[src/rtl/lfcr_pkg.sv]
`timescale 1ns / 1ps
// ----------------------------------------------------------------------------
// lfcr_pkg
// Types and constants shared by the length-framed command receiver.
// ----------------------------------------------------------------------------
package lfcr_pkg;

    localparam int FRAME_BYTES_DEFAULT = 64;
    localparam int POS_W = 6;

    // frame phase codes
    localparam logic [1:0] PH_HEAD = 2'd0;
    localparam logic [1:0] PH_LEN  = 2'd1;
    localparam logic [1:0] PH_CMD  = 2'd2;
    localparam logic [1:0] PH_DATA = 2'd3;

    // error codes
    localparam logic [1:0] ERR_NONE    = 2'd0;
    localparam logic [1:0] ERR_LENGTH  = 2'd1;
    localparam logic [1:0] ERR_COMMAND = 2'd2;
    localparam logic [1:0] ERR_TAIL    = 2'd3;

    // configuration register indexes
    localparam logic [2:0] REG_HEAD_BYTE = 3'd0;
    localparam logic [2:0] REG_TAIL_BYTE = 3'd1;
    localparam logic [2:0] REG_COMMAND_A = 3'd2;
    localparam logic [2:0] REG_COMMAND_B = 3'd3;
    localparam logic [2:0] REG_MAX_LEN   = 3'd4;

    localparam logic [6:0] MAX_LEN_RESET = 7'd48;
    localparam logic [7:0] LEN_MIN       = 8'd4;

    typedef struct packed {
        logic [7:0] head_byte;
        logic [7:0] tail_byte;
        logic [7:0] command_a;
        logic [7:0] command_b;
        logic [6:0] max_frame_length;
    } cfg_t;

    typedef struct packed {
        logic [1:0]       phase;
        logic [POS_W-1:0] position;
        logic [POS_W-1:0] remaining;
        logic [7:0]       command;
    } state_t;

    typedef struct packed {
        logic             stored;
        logic [POS_W-1:0] index;
        logic [7:0]       value;
        logic             done;
        logic [7:0]       command;
        logic [1:0]       error;
    } result_t;

endpackage

[src/rtl/lfcr_step.sv]
`timescale 1ns / 1ps
// ----------------------------------------------------------------------------
// lfcr_step
// Per-byte frame parser: next state and result for one received byte.
// ----------------------------------------------------------------------------
module lfcr_step #(
    parameter int FRAME_BYTES = lfcr_pkg::FRAME_BYTES_DEFAULT
) (
    input  lfcr_pkg::cfg_t    cfg,
    input  lfcr_pkg::state_t  state_cur,
    input  logic [7:0]        rx_byte,
    output lfcr_pkg::state_t  state_nxt,
    output lfcr_pkg::result_t res
);
    import lfcr_pkg::*;

    localparam logic [6:0] LIMIT_CAP = 7'((FRAME_BYTES < 64) ? FRAME_BYTES : 64);

    logic [6:0]       limit;
    logic [7:0]       len_less2;
    logic [POS_W-1:0] pos_inc;
    logic             len_ok;
    logic             cmd_ok;

    assign limit     = (cfg.max_frame_length < LIMIT_CAP) ? cfg.max_frame_length : LIMIT_CAP;
    assign len_less2 = rx_byte - 8'd2;
    assign pos_inc   = state_cur.position + POS_W'(1);
    assign len_ok    = (rx_byte >= LEN_MIN) && (rx_byte <= {1'b0, limit});
    assign cmd_ok    = (rx_byte == cfg.command_a) || (rx_byte == cfg.command_b);

    always_comb begin
        res       = '0;
        state_nxt = state_cur;
        unique case (state_cur.phase)
            PH_HEAD: begin
                if (rx_byte == cfg.head_byte) begin
                    res.stored         = 1'b1;
                    res.value          = rx_byte;
                    state_nxt.phase    = PH_LEN;
                    state_nxt.position = POS_W'(1);
                end
            end
            PH_LEN: begin
                if (len_ok) begin
                    res.stored          = 1'b1;
                    res.index           = state_cur.position;
                    res.value           = rx_byte;
                    state_nxt.phase     = PH_CMD;
                    state_nxt.position  = pos_inc;
                    state_nxt.remaining = len_less2[POS_W-1:0];
                end else begin
                    res.error           = ERR_LENGTH;
                    state_nxt.phase     = PH_HEAD;
                    state_nxt.position  = '0;
                    state_nxt.remaining = '0;
                end
            end
            PH_CMD: begin
                if (cmd_ok) begin
                    res.stored          = 1'b1;
                    res.index           = state_cur.position;
                    res.value           = rx_byte;
                    state_nxt.phase     = PH_DATA;
                    state_nxt.position  = pos_inc;
                    state_nxt.remaining = state_cur.remaining - POS_W'(1);
                    state_nxt.command   = rx_byte;
                end else begin
                    res.error           = ERR_COMMAND;
                    state_nxt.phase     = PH_HEAD;
                    state_nxt.position  = '0;
                    state_nxt.remaining = '0;
                end
            end
            PH_DATA: begin
                if (state_cur.remaining > POS_W'(1)) begin
                    res.stored          = 1'b1;
                    res.index           = state_cur.position;
                    res.value           = rx_byte;
                    state_nxt.position  = pos_inc;
                    state_nxt.remaining = state_cur.remaining - POS_W'(1);
                end else begin
                    if (rx_byte == cfg.tail_byte) begin
                        res.stored  = 1'b1;
                        res.index   = state_cur.position;
                        res.value   = rx_byte;
                        res.done    = 1'b1;
                        res.command = state_cur.command;
                    end else begin
                        res.error = ERR_TAIL;
                    end
                    state_nxt.phase     = PH_HEAD;
                    state_nxt.position  = '0;
                    state_nxt.remaining = '0;
                end
            end
            default: begin
                state_nxt.phase = PH_HEAD;
            end
        endcase
    end

endmodule

[src/rtl/length_framed_command_receiver.sv]
`timescale 1ns / 1ps
// ----------------------------------------------------------------------------
// length_framed_command_receiver
// Parses head / length / command / data / tail frames from a byte stream.
// ----------------------------------------------------------------------------
// Takes one received byte per clock and returns one result transaction per
// byte from an output register. The parse of a byte is a
// single compare-and-update of the frame state, so a byte is taken every cycle
// as long as the output register is empty or being drained in the same cycle;
// s_tready drops only while a result waits on m_tready. The frame length limit
// is the smallest of max_frame_length, FRAME_BYTES and 64. Configuration must be
// written through cfg_wr_* only while the stream is idle; the block itself does
// not enforce this. There is no clearing pass after reset.
module length_framed_command_receiver #(
    parameter int FRAME_BYTES = lfcr_pkg::FRAME_BYTES_DEFAULT
) (
    input  logic        aclk,
    input  logic        aresetn,

    input  logic        cfg_wr_en,
    input  logic [2:0]  cfg_wr_index,
    input  logic [7:0]  cfg_wr_data,

    input  logic        s_tvalid,
    output logic        s_tready,
    input  logic [7:0]  s_tdata,    // [7:0] rx_byte

    output logic        m_tvalid,
    input  logic        m_tready,
    output logic [23:0] m_tdata,    // [5:0] store_index, [13:6] stored_value,
                                    // [21:14] frame_command, [23:22] zero
    output logic        m_tlast,    // frame_done
    output logic [2:0]  m_tuser     // [0] byte_stored, [2:1] frame_error
);
    import lfcr_pkg::*;

    cfg_t    cfg_reg;
    state_t  state_reg;
    state_t  state_next;
    result_t res_next;
    result_t res_reg;
    logic    m_valid_reg;
    logic    s_accept;

    assign s_tready = !m_valid_reg || m_tready;
    assign s_accept = s_tvalid && s_tready;

    lfcr_step #(
        .FRAME_BYTES(FRAME_BYTES)
    ) u_step (
        .cfg       (cfg_reg),
        .state_cur (state_reg),
        .rx_byte   (s_tdata),
        .state_nxt (state_next),
        .res       (res_next)
    );

    always_ff @(posedge aclk) begin
        if (!aresetn) begin
            cfg_reg.head_byte        <= '0;
            cfg_reg.tail_byte        <= '0;
            cfg_reg.command_a        <= '0;
            cfg_reg.command_b        <= '0;
            cfg_reg.max_frame_length <= MAX_LEN_RESET;
        end else if (cfg_wr_en) begin
            unique case (cfg_wr_index)
                REG_HEAD_BYTE: cfg_reg.head_byte        <= cfg_wr_data;
                REG_TAIL_BYTE: cfg_reg.tail_byte        <= cfg_wr_data;
                REG_COMMAND_A: cfg_reg.command_a        <= cfg_wr_data;
                REG_COMMAND_B: cfg_reg.command_b        <= cfg_wr_data;
                REG_MAX_LEN:   cfg_reg.max_frame_length <= cfg_wr_data[6:0];
                default: ;
            endcase
        end
    end

    always_ff @(posedge aclk) begin
        if (!aresetn) begin
            state_reg.phase     <= PH_HEAD;
            state_reg.position  <= '0;
            state_reg.remaining <= '0;
            state_reg.command   <= '0;
        end else if (s_accept) begin
            state_reg <= state_next;
        end
    end

    always_ff @(posedge aclk) begin
        if (!aresetn) begin
            m_valid_reg <= 1'b0;
        end else if (s_accept) begin
            m_valid_reg <= 1'b1;
        end else if (m_tready) begin
            m_valid_reg <= 1'b0;
        end
    end

    always_ff @(posedge aclk) begin
        if (s_accept) begin
            res_reg <= res_next;
        end
    end

    assign m_tvalid = m_valid_reg;
    assign m_tdata  = {2'b00, res_reg.command, res_reg.value, res_reg.index};
    assign m_tlast  = res_reg.done;
    assign m_tuser  = {res_reg.error, res_reg.stored};

`ifndef SYNTHESIS
    a_hunt_clear: assert property (@(posedge aclk) disable iff (!aresetn)
        state_reg.phase == PH_HEAD |-> state_reg.position == '0 && state_reg.remaining == '0)
        else $error("hunting with nonzero frame counters");

    a_head_found: assert property (@(posedge aclk) disable iff (!aresetn)
        s_accept && state_reg.phase == PH_HEAD && s_tdata == cfg_reg.head_byte
        |=> state_reg.phase == PH_LEN && m_tvalid && m_tuser[0])
        else $error("head byte not taken into frame");

    a_done_clean: assert property (@(posedge aclk) disable iff (!aresetn)
        m_tvalid && m_tlast |-> m_tuser[0] && m_tuser[2:1] == ERR_NONE)
        else $error("frame completion with error or unstored tail");

    a_error_resets: assert property (@(posedge aclk) disable iff (!aresetn)
        s_accept && res_next.error != ERR_NONE |=> state_reg.phase == PH_HEAD)
        else $error("error did not return to head hunting");
`endif

endmodule

[config.mk]
export PLATFORM = sky130hd
export DESIGN_NAME = length_framed_command_receiver
export DESIGN_NICKNAME = d
export VERILOG_FILES = /design/src/rtl/lfcr_pkg.sv /design/src/rtl/lfcr_step.sv /design/src/rtl/length_framed_command_receiver.sv
export SDC_FILE = /design/constraint.sdc
export NUM_CORES = 1
export LEC_CHECK = 0
export BUFFER_PORTS_ARGS = -buffer_cell sky130_fd_sc_hd__buf_2
export CORE_MARGIN = 8
export CORE_UTILIZATION = 32
export DETAILED_ROUTE_END_ITERATION = 10
export PLACE_DENSITY = 0.51
export RECOVER_POWER = 25
export SLEW_MARGIN = 5
export SYNTH_ARGS = -nofsm -noshare
export SYNTH_HDL_FRONTEND = slang
export SYNTH_SLANG_ARGS = --single-unit
export TNS_END_PERCENT = 10
[constraint.sdc]
create_clock -name aclk -period 2.3 [get_ports aclk]
set_input_delay 0.115 -clock aclk [delete_from_list [all_inputs] [get_ports aclk]]
set_output_delay 0.115 -clock aclk [all_outputs]
set_load 0.01 [all_outputs]
==> flow_metrics.env, run 1 <==
export IMPL_cp_arrival_ns=2.29
export IMPL_via_per_inst=4.71
export IMPL_rr_worst_depth=7
export IMPL_cp_slowest_cell="or3_4"
export IMPL_postCtsHoldBufs=0
export IMPL_synth_top_area_share_pct=29.7
export IMPL_finClkSkew_ns=0.00581
export IMPL_htree_levels=3
export IMPL_drcViolationCount=0
export IMPL_cts_root_buf="clkbuf_16"
export IMPL_clock_fmax_ghz=0.456
export IMPL_synth_area_um2=4170
export IMPL_grtUsageMet3_pct=2.45
export IMPL_p_leak_nw=1.89
export IMPL_ys_async_sr_fraction_pct=0
export IMPL_grt_max_degree=58
export IMPL_path_max_fanout=6
export IMPL_dieArea_um2=16900
export IMPL_firstDrtPassIters=4
export IMPL_antenna_found_initial=0
export IMPL_syn_to_final_growth_pct=21.7
export IMPL_cts_clk_slew_worst_paths_ns=0.06
export IMPL_busiest_layer="met2"
export IMPL_slew_headroom_pct=57.6
export IMPL_core_um2=12700
export IMPL_wl_per_cell_um=15.6
export IMPL_cts_inserted_buffers=9
export IMPL_ys_types=49
export IMPL_grt_met2_usage_pct=20.4
export IMPL_vias=3307
export IMPL_hold_violations=0
export IMPL_syn_area_per_cell_um2=8.97
export IMPL_rows=41
export IMPL_yosys_register_bits=88
export IMPL_io_buffer_count=51
export IMPL_worst_pin_slew_ns=0.635
export IMPL_hp_class="primary input to register"
export IMPL_synth_commonest_cells="nand2_1, dfxtp_1, a21oi_1"
export IMPL_grt_pass1_vias=3153
export IMPL_cts_buffer_depth=2
export IMPL_synthFlopType="dfxtp_1"
export IMPL_dr_first_iter_drc_count=170
export IMPL_multi_input_area_um2=2090
export IMPL_synth_edff_count=26
export IMPL_drv_cap=0
export IMPL_largest_reg_flops=39
export IMPL_min_delay_start="aresetn"
export IMPL_syn_instance_count=465
export IMPL_layout_min_cycle_time_ns=2.20
export IMPL_num_antenna_cells=0
export IMPL_holdPathEnd="cfg_reg[5]$_SDFFE_PN1P_"
export IMPL_period_share_pct=95.4
export IMPL_worst_setup_path_end_kind="register"
export IMPL_power_density_nw_per_um2=666
export IMPL_cts_tree="built"
export IMPL_start_kind="register"
export IMPL_use_met1_pct=18.0
export IMPL_clk_insertion_delay_late_ns=0.34
export IMPL_reg2reg_from="state_reg[10]$_SDFFE_PN0P_"
export IMPL_overflow=0
export IMPL_antenna_left=0
export IMPL_fill_cells=1308
export IMPL_cp_data_required_time_ns=2.40
export IMPL_drt_wl_total_mm=11.0
export IMPL_final_cells=702
export IMPL_slowest_delay_ns=0.40
export IMPL_min_path_cells=2
export IMPL_placed_area_um2=4700
export IMPL_yosysMostFrequentCell="nand2_1"
export IMPL_fin_area_um2=5080
export IMPL_r2r_slack_ns=0.10
export IMPL_place_congestion=0.785
export IMPL_die_h_um=130
export IMPL_grt_pass1_wl_mm=17.3
export IMPL_grt_use_total_pct=13.4
export IMPL_status="complete, no violations"
export IMPL_path_class="register to register"
export IMPL_seqCellArea_um2=2020
export IMPL_crit_chain="or3_1 -> or3_4 -> nand3_1 -> o21ai_2 -> nor4b_4 -> buf_2 -> nor2b_1"
export IMPL_peakVddDrop_mv=0.297
export IMPL_yosysWarnings=0
export IMPL_die_w_um=130
export IMPL_layout_nets=560
export IMPL_hold_ws_ns=0.0249
export IMPL_finalSetupViolations=0
export IMPL_drive_gt1_share_pct=15.5
export IMPL_place_inst=683
export IMPL_ioPinCount=54
export IMPL_hpwlAfterDp_mm=7.71
export IMPL_synth_area_leaders="dfxtp_1, edfxtp_1, nand2_1"
export IMPL_r2r_end="m_tdata[11]$_DFFE_PP_"
export IMPL_initial_core_util_pct=32.9
export IMPL_report_final_slew_viol_count=0
export IMPL_clock_sinks=88
export IMPL_synth_seq_area_share_pct=48.5
export IMPL_yosysTopAreaCell="dfxtp_1"
## what timing repair did
item	CTS	global route
setup buffers	1	1
pin swaps	1	7
gates resized for setup	2	16
endpoints found under the hold margin	0	0
cloned	0	1
setup endpoints to repair	23	30
## logic make-up after synthesis
group	after synthesis	share of synthesized area [%]
multiplexers	8	1.92
flip-flops	88	48.5
other	1	0.0899
XOR/XNOR	37	7.77
adder cells (fa/ha/maj)	11	3.30
buffers and inverters	36	3.69
AND/OR/NAND/NOR	205	23.6
AO/OA/AOI/OAI	79	11.2
## worst max path at each step
stage / slack [ns] / start / cells after the start / to
3_3_place_gp: -0.1 / cfg_reg[6]$_SDFFE_PN0P_ / 10 / m_tdata[11]$_DFFE_PP_
6_report: 0.10 / state_reg[10]$_SDFFE_PN0P_ / 7 / m_tdata[11]$_DFFE_PP_
3_5_place_dp: -0.17 / cfg_reg[6]$_SDFFE_PN0P_ / 10 / m_tdata[13]$_DFFE_PP_
2_1_floorplan: 0.03 / cfg_reg[6]$_SDFFE_PN0P_ / 9 / m_tdata[10]$_DFFE_PP_
5_1_grt: -0.007 / cfg_reg[6]$_SDFFE_PN0P_ / 11 / state_reg[15]$_SDFFE_PN0P_
4_1_cts: 0.001 / cfg_reg[6]$_SDFFE_PN0P_ / 10 / state_reg[15]$_SDFFE_PN0P_
## worst max-delay path, delay by kind of cell (launching register included)
family / cells / cell delay (ns)
flops: 1 / 0.34
compound gates: 1 / 0.12
buf+inv: 1 / 0.20
simple gates: 5 / 1.28
## per-layer routing
layer | wire length, um | share of wire, %
met4 | 137 | 1.2
met3 | 609 | 5.5
met1 | 5390 | 49
met2 | 4830 | 44
met5 | 0 | 0
## final cells by class
| class | instances | area share (%) |
|---|---|---|
| inverter | 12 | 0.936 |
| clock buffer | 11 | 4.58 |
| clock inverter | 5 | 1.13 |
| tap | 172 | 4.24 |
| timing repair buffer | 72 | 8.11 |
| multi-input combinational | 342 | 41.2 |
| sequential | 88 | 39.8 |
## power by group
group	internal [W]	switching (W)	total (W)
Clock	0.000841	0.000614	0.00145
Sequential	0.00163	0.0000149	0.00165
Combinational	0.0000982	0.000184	0.000282
Total	0.00257	0.000812	0.00338
## placed cells by master (no fill, tap or decap), drive strengths merged, types with 3 or more instances in the layout
cell        n
clkinvlp    3
a21oi      49
o21ai       8
clkbuf     36
nor2       24
nor2b      16
and2       11
ha         11
nand3      12
o22ai       4
buf        47
xor2       35
nand2b      3
edfxtp     26
or3         4
nor4       11
nor3        8
inv        12
dfxtp      62
nand2     104
a211oi      3
mux2i       8
## metrics by stage
stage	power (W)	worst slack [ns]	util, %	setup TNS, ns
after floorplan	0.00183	0.0310	-	0
after detailed placement	0.00196	-0.171	37.1	-2.63
after CTS	0.00343	0.00101	39.5	0
after global routing	0.00352	-0.00667	40.1	-0.0133
final	0.00338	0.105	40.1	0
after global placement	0.00195	-0.0973	37.1	-1.22
No activity file was read; power rests on OpenSTA's default activity.
==> run 2, diff against run 1 <==
--- a/config.mk
+++ b/config.mk
@@ -5,7 +5,7 @@
 export SDC_FILE = /design/constraint.sdc
 export NUM_CORES = 1
 export LEC_CHECK = 0
-export BUFFER_PORTS_ARGS = -buffer_cell sky130_fd_sc_hd__buf_2
+export BUFFER_PORTS_ARGS = -buffer_cell sky130_fd_sc_hd__buf_4
 export CORE_MARGIN = 8
 export CORE_UTILIZATION = 32
 export DETAILED_ROUTE_END_ITERATION = 10
==> run 2 against run 1 <==
Die area stayed put. Sequential cell count stayed put. Fmax is 0.71% higher. Worst hold slack better by 0.021 ns. Design area is 1.7% lower. Highest routed layer unchanged. Largest power group unchanged. Largest cell class unchanged. Global-route usage hardly changed. Critical path type unchanged. Critical endpoint is now m_tdata[13]$_DFFE_PP_.
==> flow_metrics.env, run 2 (synthesis results as in run 1) <==
export IMPL_hold_violations=0
export IMPL_seq_power_share_pct=50.8
export IMPL_cts_root_buf="clkbuf_16"
export IMPL_drive_gt1_share_pct=12.4
export IMPL_p_comb_share_pct=8.5
export IMPL_hp_class="primary input to register"
export IMPL_rows=41
export IMPL_clkPwrFrac_pct=40.6
export IMPL_start_kind="register"
export IMPL_power_density_nw_per_um2=648
export IMPL_final_cells=698
export IMPL_num_antenna_cells=0
export IMPL_grt_max_degree=52
export IMPL_cts_inserted_buffers=9
export IMPL_intPower_w=0.00246
export IMPL_grt_pass1_wl_mm=17.4
export IMPL_grt_pass1_vias=3299
export IMPL_antenna_found_initial=0
export IMPL_hpwlAfterDp_mm=7.84
export IMPL_place_congestion=0.836
export IMPL_initial_core_util_pct=32.9
export IMPL_setup_ws_ns=0.120
export IMPL_status="complete, no violations"
export IMPL_die_h_um=130
export IMPL_drt_wl_total_mm=10.8
export IMPL_path_class="register to register"
export IMPL_tns_ns=0
export IMPL_dr_first_iter_drc_count=160
export IMPL_finalSetupViolations=0
export IMPL_firstDrtPassIters=5
export IMPL_core_um2=12700
export IMPL_power_w=0.00324
export IMPL_worst_pin_slew_ns=0.884
export IMPL_cp_arrival_ns=2.27
export IMPL_p_switching_w=0.000782
export IMPL_via_per_inst=4.72
export IMPL_finClkSkew_ns=0.00792
export IMPL_layout_nets=556
export IMPL_final_common_cell="nand2_1"
export IMPL_p_sw_share_pct=24.1
export IMPL_peakVddDrop_mv=0.249
export IMPL_grt_use_total_pct=13.4
export IMPL_slew_headroom_pct=40.5
export IMPL_p_leak_nw=1.86
export IMPL_path_max_fanout=9
export IMPL_drcViolationCount=0
export IMPL_period_share_pct=94.8
export IMPL_clk_insertion_delay_late_ns=0.34
export IMPL_layout_min_cycle_time_ns=2.18
export IMPL_drv_cap=0
export IMPL_clock_sinks=88
export IMPL_report_final_slew_viol_count=0
export IMPL_wl_per_cell_um=15.5
export IMPL_io_buffer_count=51
export IMPL_die_w_um=130
export IMPL_clock_fmax_ghz=0.459
export IMPL_largest_reg_flops=39
export IMPL_final_cell_mix="nand2_1, dfxtp_1, a21oi_1"
export IMPL_cp_data_required_time_ns=2.39
export IMPL_cts_tree="built"
export IMPL_dieArea_um2=16900
export IMPL_place_ws_ns=-0.0786
export IMPL_overflow=0
export IMPL_vias=3298
export IMPL_ioPinCount=54
export IMPL_syn_to_final_growth_pct=19.7
export IMPL_antenna_left=0
export IMPL_worst_setup_path_end_kind="register"
export IMPL_place_inst=680
export IMPL_htree_levels=3
export IMPL_cts_clk_slew_worst_paths_ns=0.06
export IMPL_cts_buffer_depth=2
-- run 2: cell count changes in the layout (fill, tap and decap cells not counted), sizes merged --
cell,previous run,this run
bufinv,1,0
dlygate4sd3,0,1
clkbuf,36,42
buf,47,37
clkinvlp,3,0
clkinv,1,4
-- run 2: worst max-delay path, cell delays in order, from the launching register on --
cell and delay [ns]:
dfxtp_1 0.33, inv_2 0.10, nand2_1 0.06, ha_1 0.29, nor2b_1 0.13, o211ai_1 0.10
a211oi_2 0.22, buf_4 0.16, nor3_4 0.06, nor4b_4 0.29, buf_6 0.16, nor2b_1 0.05
-- run 2: area by class of cell --
class                      instances  area, um2
fill                            1325       7680
tap                              172        215
sequential                        88       2020
clock buffer                      12        236
timing repair buffer              68        404
clock inverter                     4       22.5
multi-input combinational        342       2050
inverter                          12       45.0
-- run 2: what timing repair did --
action,CTS,global route
hold buffers,1,0
setup buffers,0,1
pin swaps,0,5
endpoints found under the hold margin,1,0
setup endpoints to repair,19,25
resized for setup,2,8
-- run 2: per-layer routing --
metal	share of wire (%)	vias up	GRT usage, %
li1	-	1689	-
met1	48	1523	18.5
met4	1.0	0	3.96
met3	6.1	8	3.22
met5	0	-	0
met2	45	78	20.4
-- run 2: final timing paths --
check | startpoint | endpoint | slack [ns] | depth (start not counted)
max | cfg_reg[6]$_SDFFE_PN0P_ | m_tdata[13]$_DFFE_PP_ | 0.12 | 11
min | s_tvalid | m_tvalid$_SDFFE_PN0P_ | 0.05 | 3
max reg2reg | cfg_reg[6]$_SDFFE_PN0P_ | m_tdata[13]$_DFFE_PP_ | 0.12 | 11
min reg2reg | cfg_reg[0]$_SDFFE_PN0P_ | cfg_reg[0]$_SDFFE_PN0P_ | 0.46 | 2
-- run 2: power by group through the flow --
stage	Combinational, W	Sequential, W	Clock, W
finish	0.000276	0.00165	0.00132
global placement	0.000284	0.00168	0
global route	0.000306	0.00165	0.00141
floorplan	0.000143	0.00169	0
CTS	0.000293	0.00165	0.00135
detailed placement	0.000288	0.00168	0
-- run 2: per-stage QoR --
step | utilization (%) | area, um2 | hold WS, ns
after CTS | 39.9 | 5060 | 0.0373
after global routing | 39.4 | 4990 | 0.0575
final | 39.4 | 4990 | 0.0456
after detailed placement | 37.7 | 4780 | 0.347
after floorplan | - | 4180 | 0.187
after global placement | 37.7 | 4780 | 0.346
==> run 3, diff against run 2 <==
--- a/config.mk
+++ b/config.mk
@@ -11,6 +11,7 @@
 export DETAILED_ROUTE_END_ITERATION = 10
 export PLACE_DENSITY = 0.51
 export RECOVER_POWER = 25
+export REMOVE_ABC_BUFFERS = 1
 export SLEW_MARGIN = 5
 export SYNTH_ARGS = -nofsm -noshare
 export SYNTH_HDL_FRONTEND = slang
==> run 3 against run 2 <==
Design area is 2.6% higher. Count of clock-buffer cells in the layout stayed put. Sequential share of layout area is 1.0 points lower. Sequential power hardly changed. Critical endpoint is now m_tdata[6]$_DFFE_PP_. Largest power group unchanged.
==> flow_metrics.env, run 3 (synthesis results as in run 1) <==
export IMPL_status="complete, no violations"
export IMPL_path_max_fanout=6
export IMPL_antenna_found_initial=0
export IMPL_syn_to_final_growth_pct=22.8
export IMPL_placed_area_um2=4820
export IMPL_fin_area_um2=5120
export IMPL_place_congestion=0.791
export IMPL_finClkSkew_ns=0.00961
export IMPL_cts_buffer_depth=2
export IMPL_final_cell_mix="nand2_1, dfxtp_1, buf_4"
export IMPL_antenna_left=0
export IMPL_via_per_inst=4.91
export IMPL_core_um2=12700
export IMPL_cts_clk_slew_worst_paths_ns=0.06
export IMPL_htree_levels=3
export IMPL_grt_use_total_pct=14.1
export IMPL_power_w=0.00337
export IMPL_rsz0062_at_grt="false"
export IMPL_cts_inserted_buffers=9
export IMPL_rows=41
export IMPL_cp_data_required_time_ns=2.40
export IMPL_worst_setup_path_end_kind="register"
export IMPL_ioPinCount=54
export IMPL_die_w_um=130
export IMPL_postCtsHoldBufs=0
export IMPL_num_antenna_cells=0
export IMPL_vias=3435
export IMPL_fill_cells=1319
export IMPL_final_common_cell="nand2_1"
export IMPL_overflow=0
export IMPL_largest_reg_flops=39
export IMPL_slew_headroom_pct=34.8
export IMPL_layout_nets=559
export IMPL_cts_root_buf="clkbuf_16"
export IMPL_clk_insertion_delay_late_ns=0.35
export IMPL_cp_arrival_ns=2.29
export IMPL_grt_pass1_wl_mm=18.3
export IMPL_hp_class="primary input to register"
export IMPL_place_ws_ns=-0.124
export IMPL_hpwlAfterDp_mm=8.10
export IMPL_drcViolationCount=0
export IMPL_crit_chain="or3_1 -> or3_4 -> nand3_1 -> o21ai_2 -> nor4b_4 -> buf_4 -> nor2_1"
export IMPL_finalSetupViolations=0
export IMPL_start_kind="register"
export IMPL_cp_slowest_cell="or3_4"
export IMPL_drive_gt1_share_pct=16.9
export IMPL_firstDrtPassIters=4
export IMPL_layout_min_cycle_time_ns=2.19
export IMPL_power_density_nw_per_um2=657
export IMPL_io_buffer_count=51
export IMPL_path_class="register to register"
export IMPL_r2r_slack_ns=0.11
export IMPL_p_leak_nw=1.96
export IMPL_slowest_delay_ns=0.41
export IMPL_grt_pass1_vias=3458
export IMPL_dr_first_iter_drc_count=141
export IMPL_grt_max_degree=47
export IMPL_drt_wl_total_mm=11.4
export IMPL_worst_pin_slew_ns=0.978
export IMPL_dieArea_um2=16900
export IMPL_setup_ws_ns=0.112
export IMPL_drv_cap=0
export IMPL_report_final_slew_viol_count=0
export IMPL_clock_sinks=88
export IMPL_hold_violations=0
export IMPL_wl_per_cell_um=16.3
export IMPL_die_h_um=130
export IMPL_cts_tree="built"
export IMPL_initial_core_util_pct=32.9
export IMPL_period_share_pct=95.1
export IMPL_peakVddDrop_mv=0.582
export IMPL_clock_fmax_ghz=0.457
-- run 3: worst paths after layout --
path | endpoint | startpoint | depth (start not counted)
hold reg to reg | cfg_reg[27]$_SDFFE_PN0P_ | cfg_reg[27]$_SDFFE_PN0P_ | 2
setup reg to reg | m_tdata[6]$_DFFE_PP_ | state_reg[10]$_SDFFE_PN0P_ | 7
setup / recovery | m_tdata[6]$_DFFE_PP_ | state_reg[10]$_SDFFE_PN0P_ | 7
hold / removal | m_tvalid$_SDFFE_PN0P_ | s_tvalid | 3
-- run 3: metrics by stage --
step	setup TNS [ns]	utilization, %	cells	hold slack, ns
CTS	0	40.4	698	0.00176
floorplan	0	-	442	0.187
global placement	-0.101	38.0	682	0.353
detailed placement	-1.45	38.0	682	0.357
global route	0	40.4	700	0.0222
finish	0	40.4	700	0.0329
-- run 3: timing repair --
action | CTS | global route
buffers inserted | 1 | 1
cloned | 0 | 1
gates resized for setup | 4 | 12
pin swaps | 1 | 8
setup endpoints to repair | 23 | 26
-- run 3: cell type report --
class,count,area [um2],area share [%]
clock buffer,12,236,4.62
clock inverter,3,46.3,0.904
inverter,12,47.5,0.928
multi-input combinational,342,2060,40.1
sequential,88,2020,39.5
tap,172,215,4.20
timing repair buffer,71,498,9.72
-- run 3: power by group --
group	total, W	switching (W)	internal [W]
sequential	0.00165	0.0000177	0.00163
clock	0.00143	0.000587	0.000839
combinational	0.000292	0.000181	0.000111
total	0.00337	0.000786	0.00258
-- run 3: critical path: cells and delay by family (launching register included) --
family	cells	cell delay (ns)
buffers and inverters	1	0.19
DFF	1	0.35
and+or+nand+nor	5	1.29
AOI/OAI and AO/OA	1	0.12
-- run 3: layer usage --
metal  global-route usage, %  vias to the layer above  share of wire, %
met5                       0                        -                 0
met4                    7.45                        0               3.1
met3                    3.47                       26               5.4
met2                    22.2                       85                45
met1                    17.7                     1626                47
li1                        -                     1698                 -
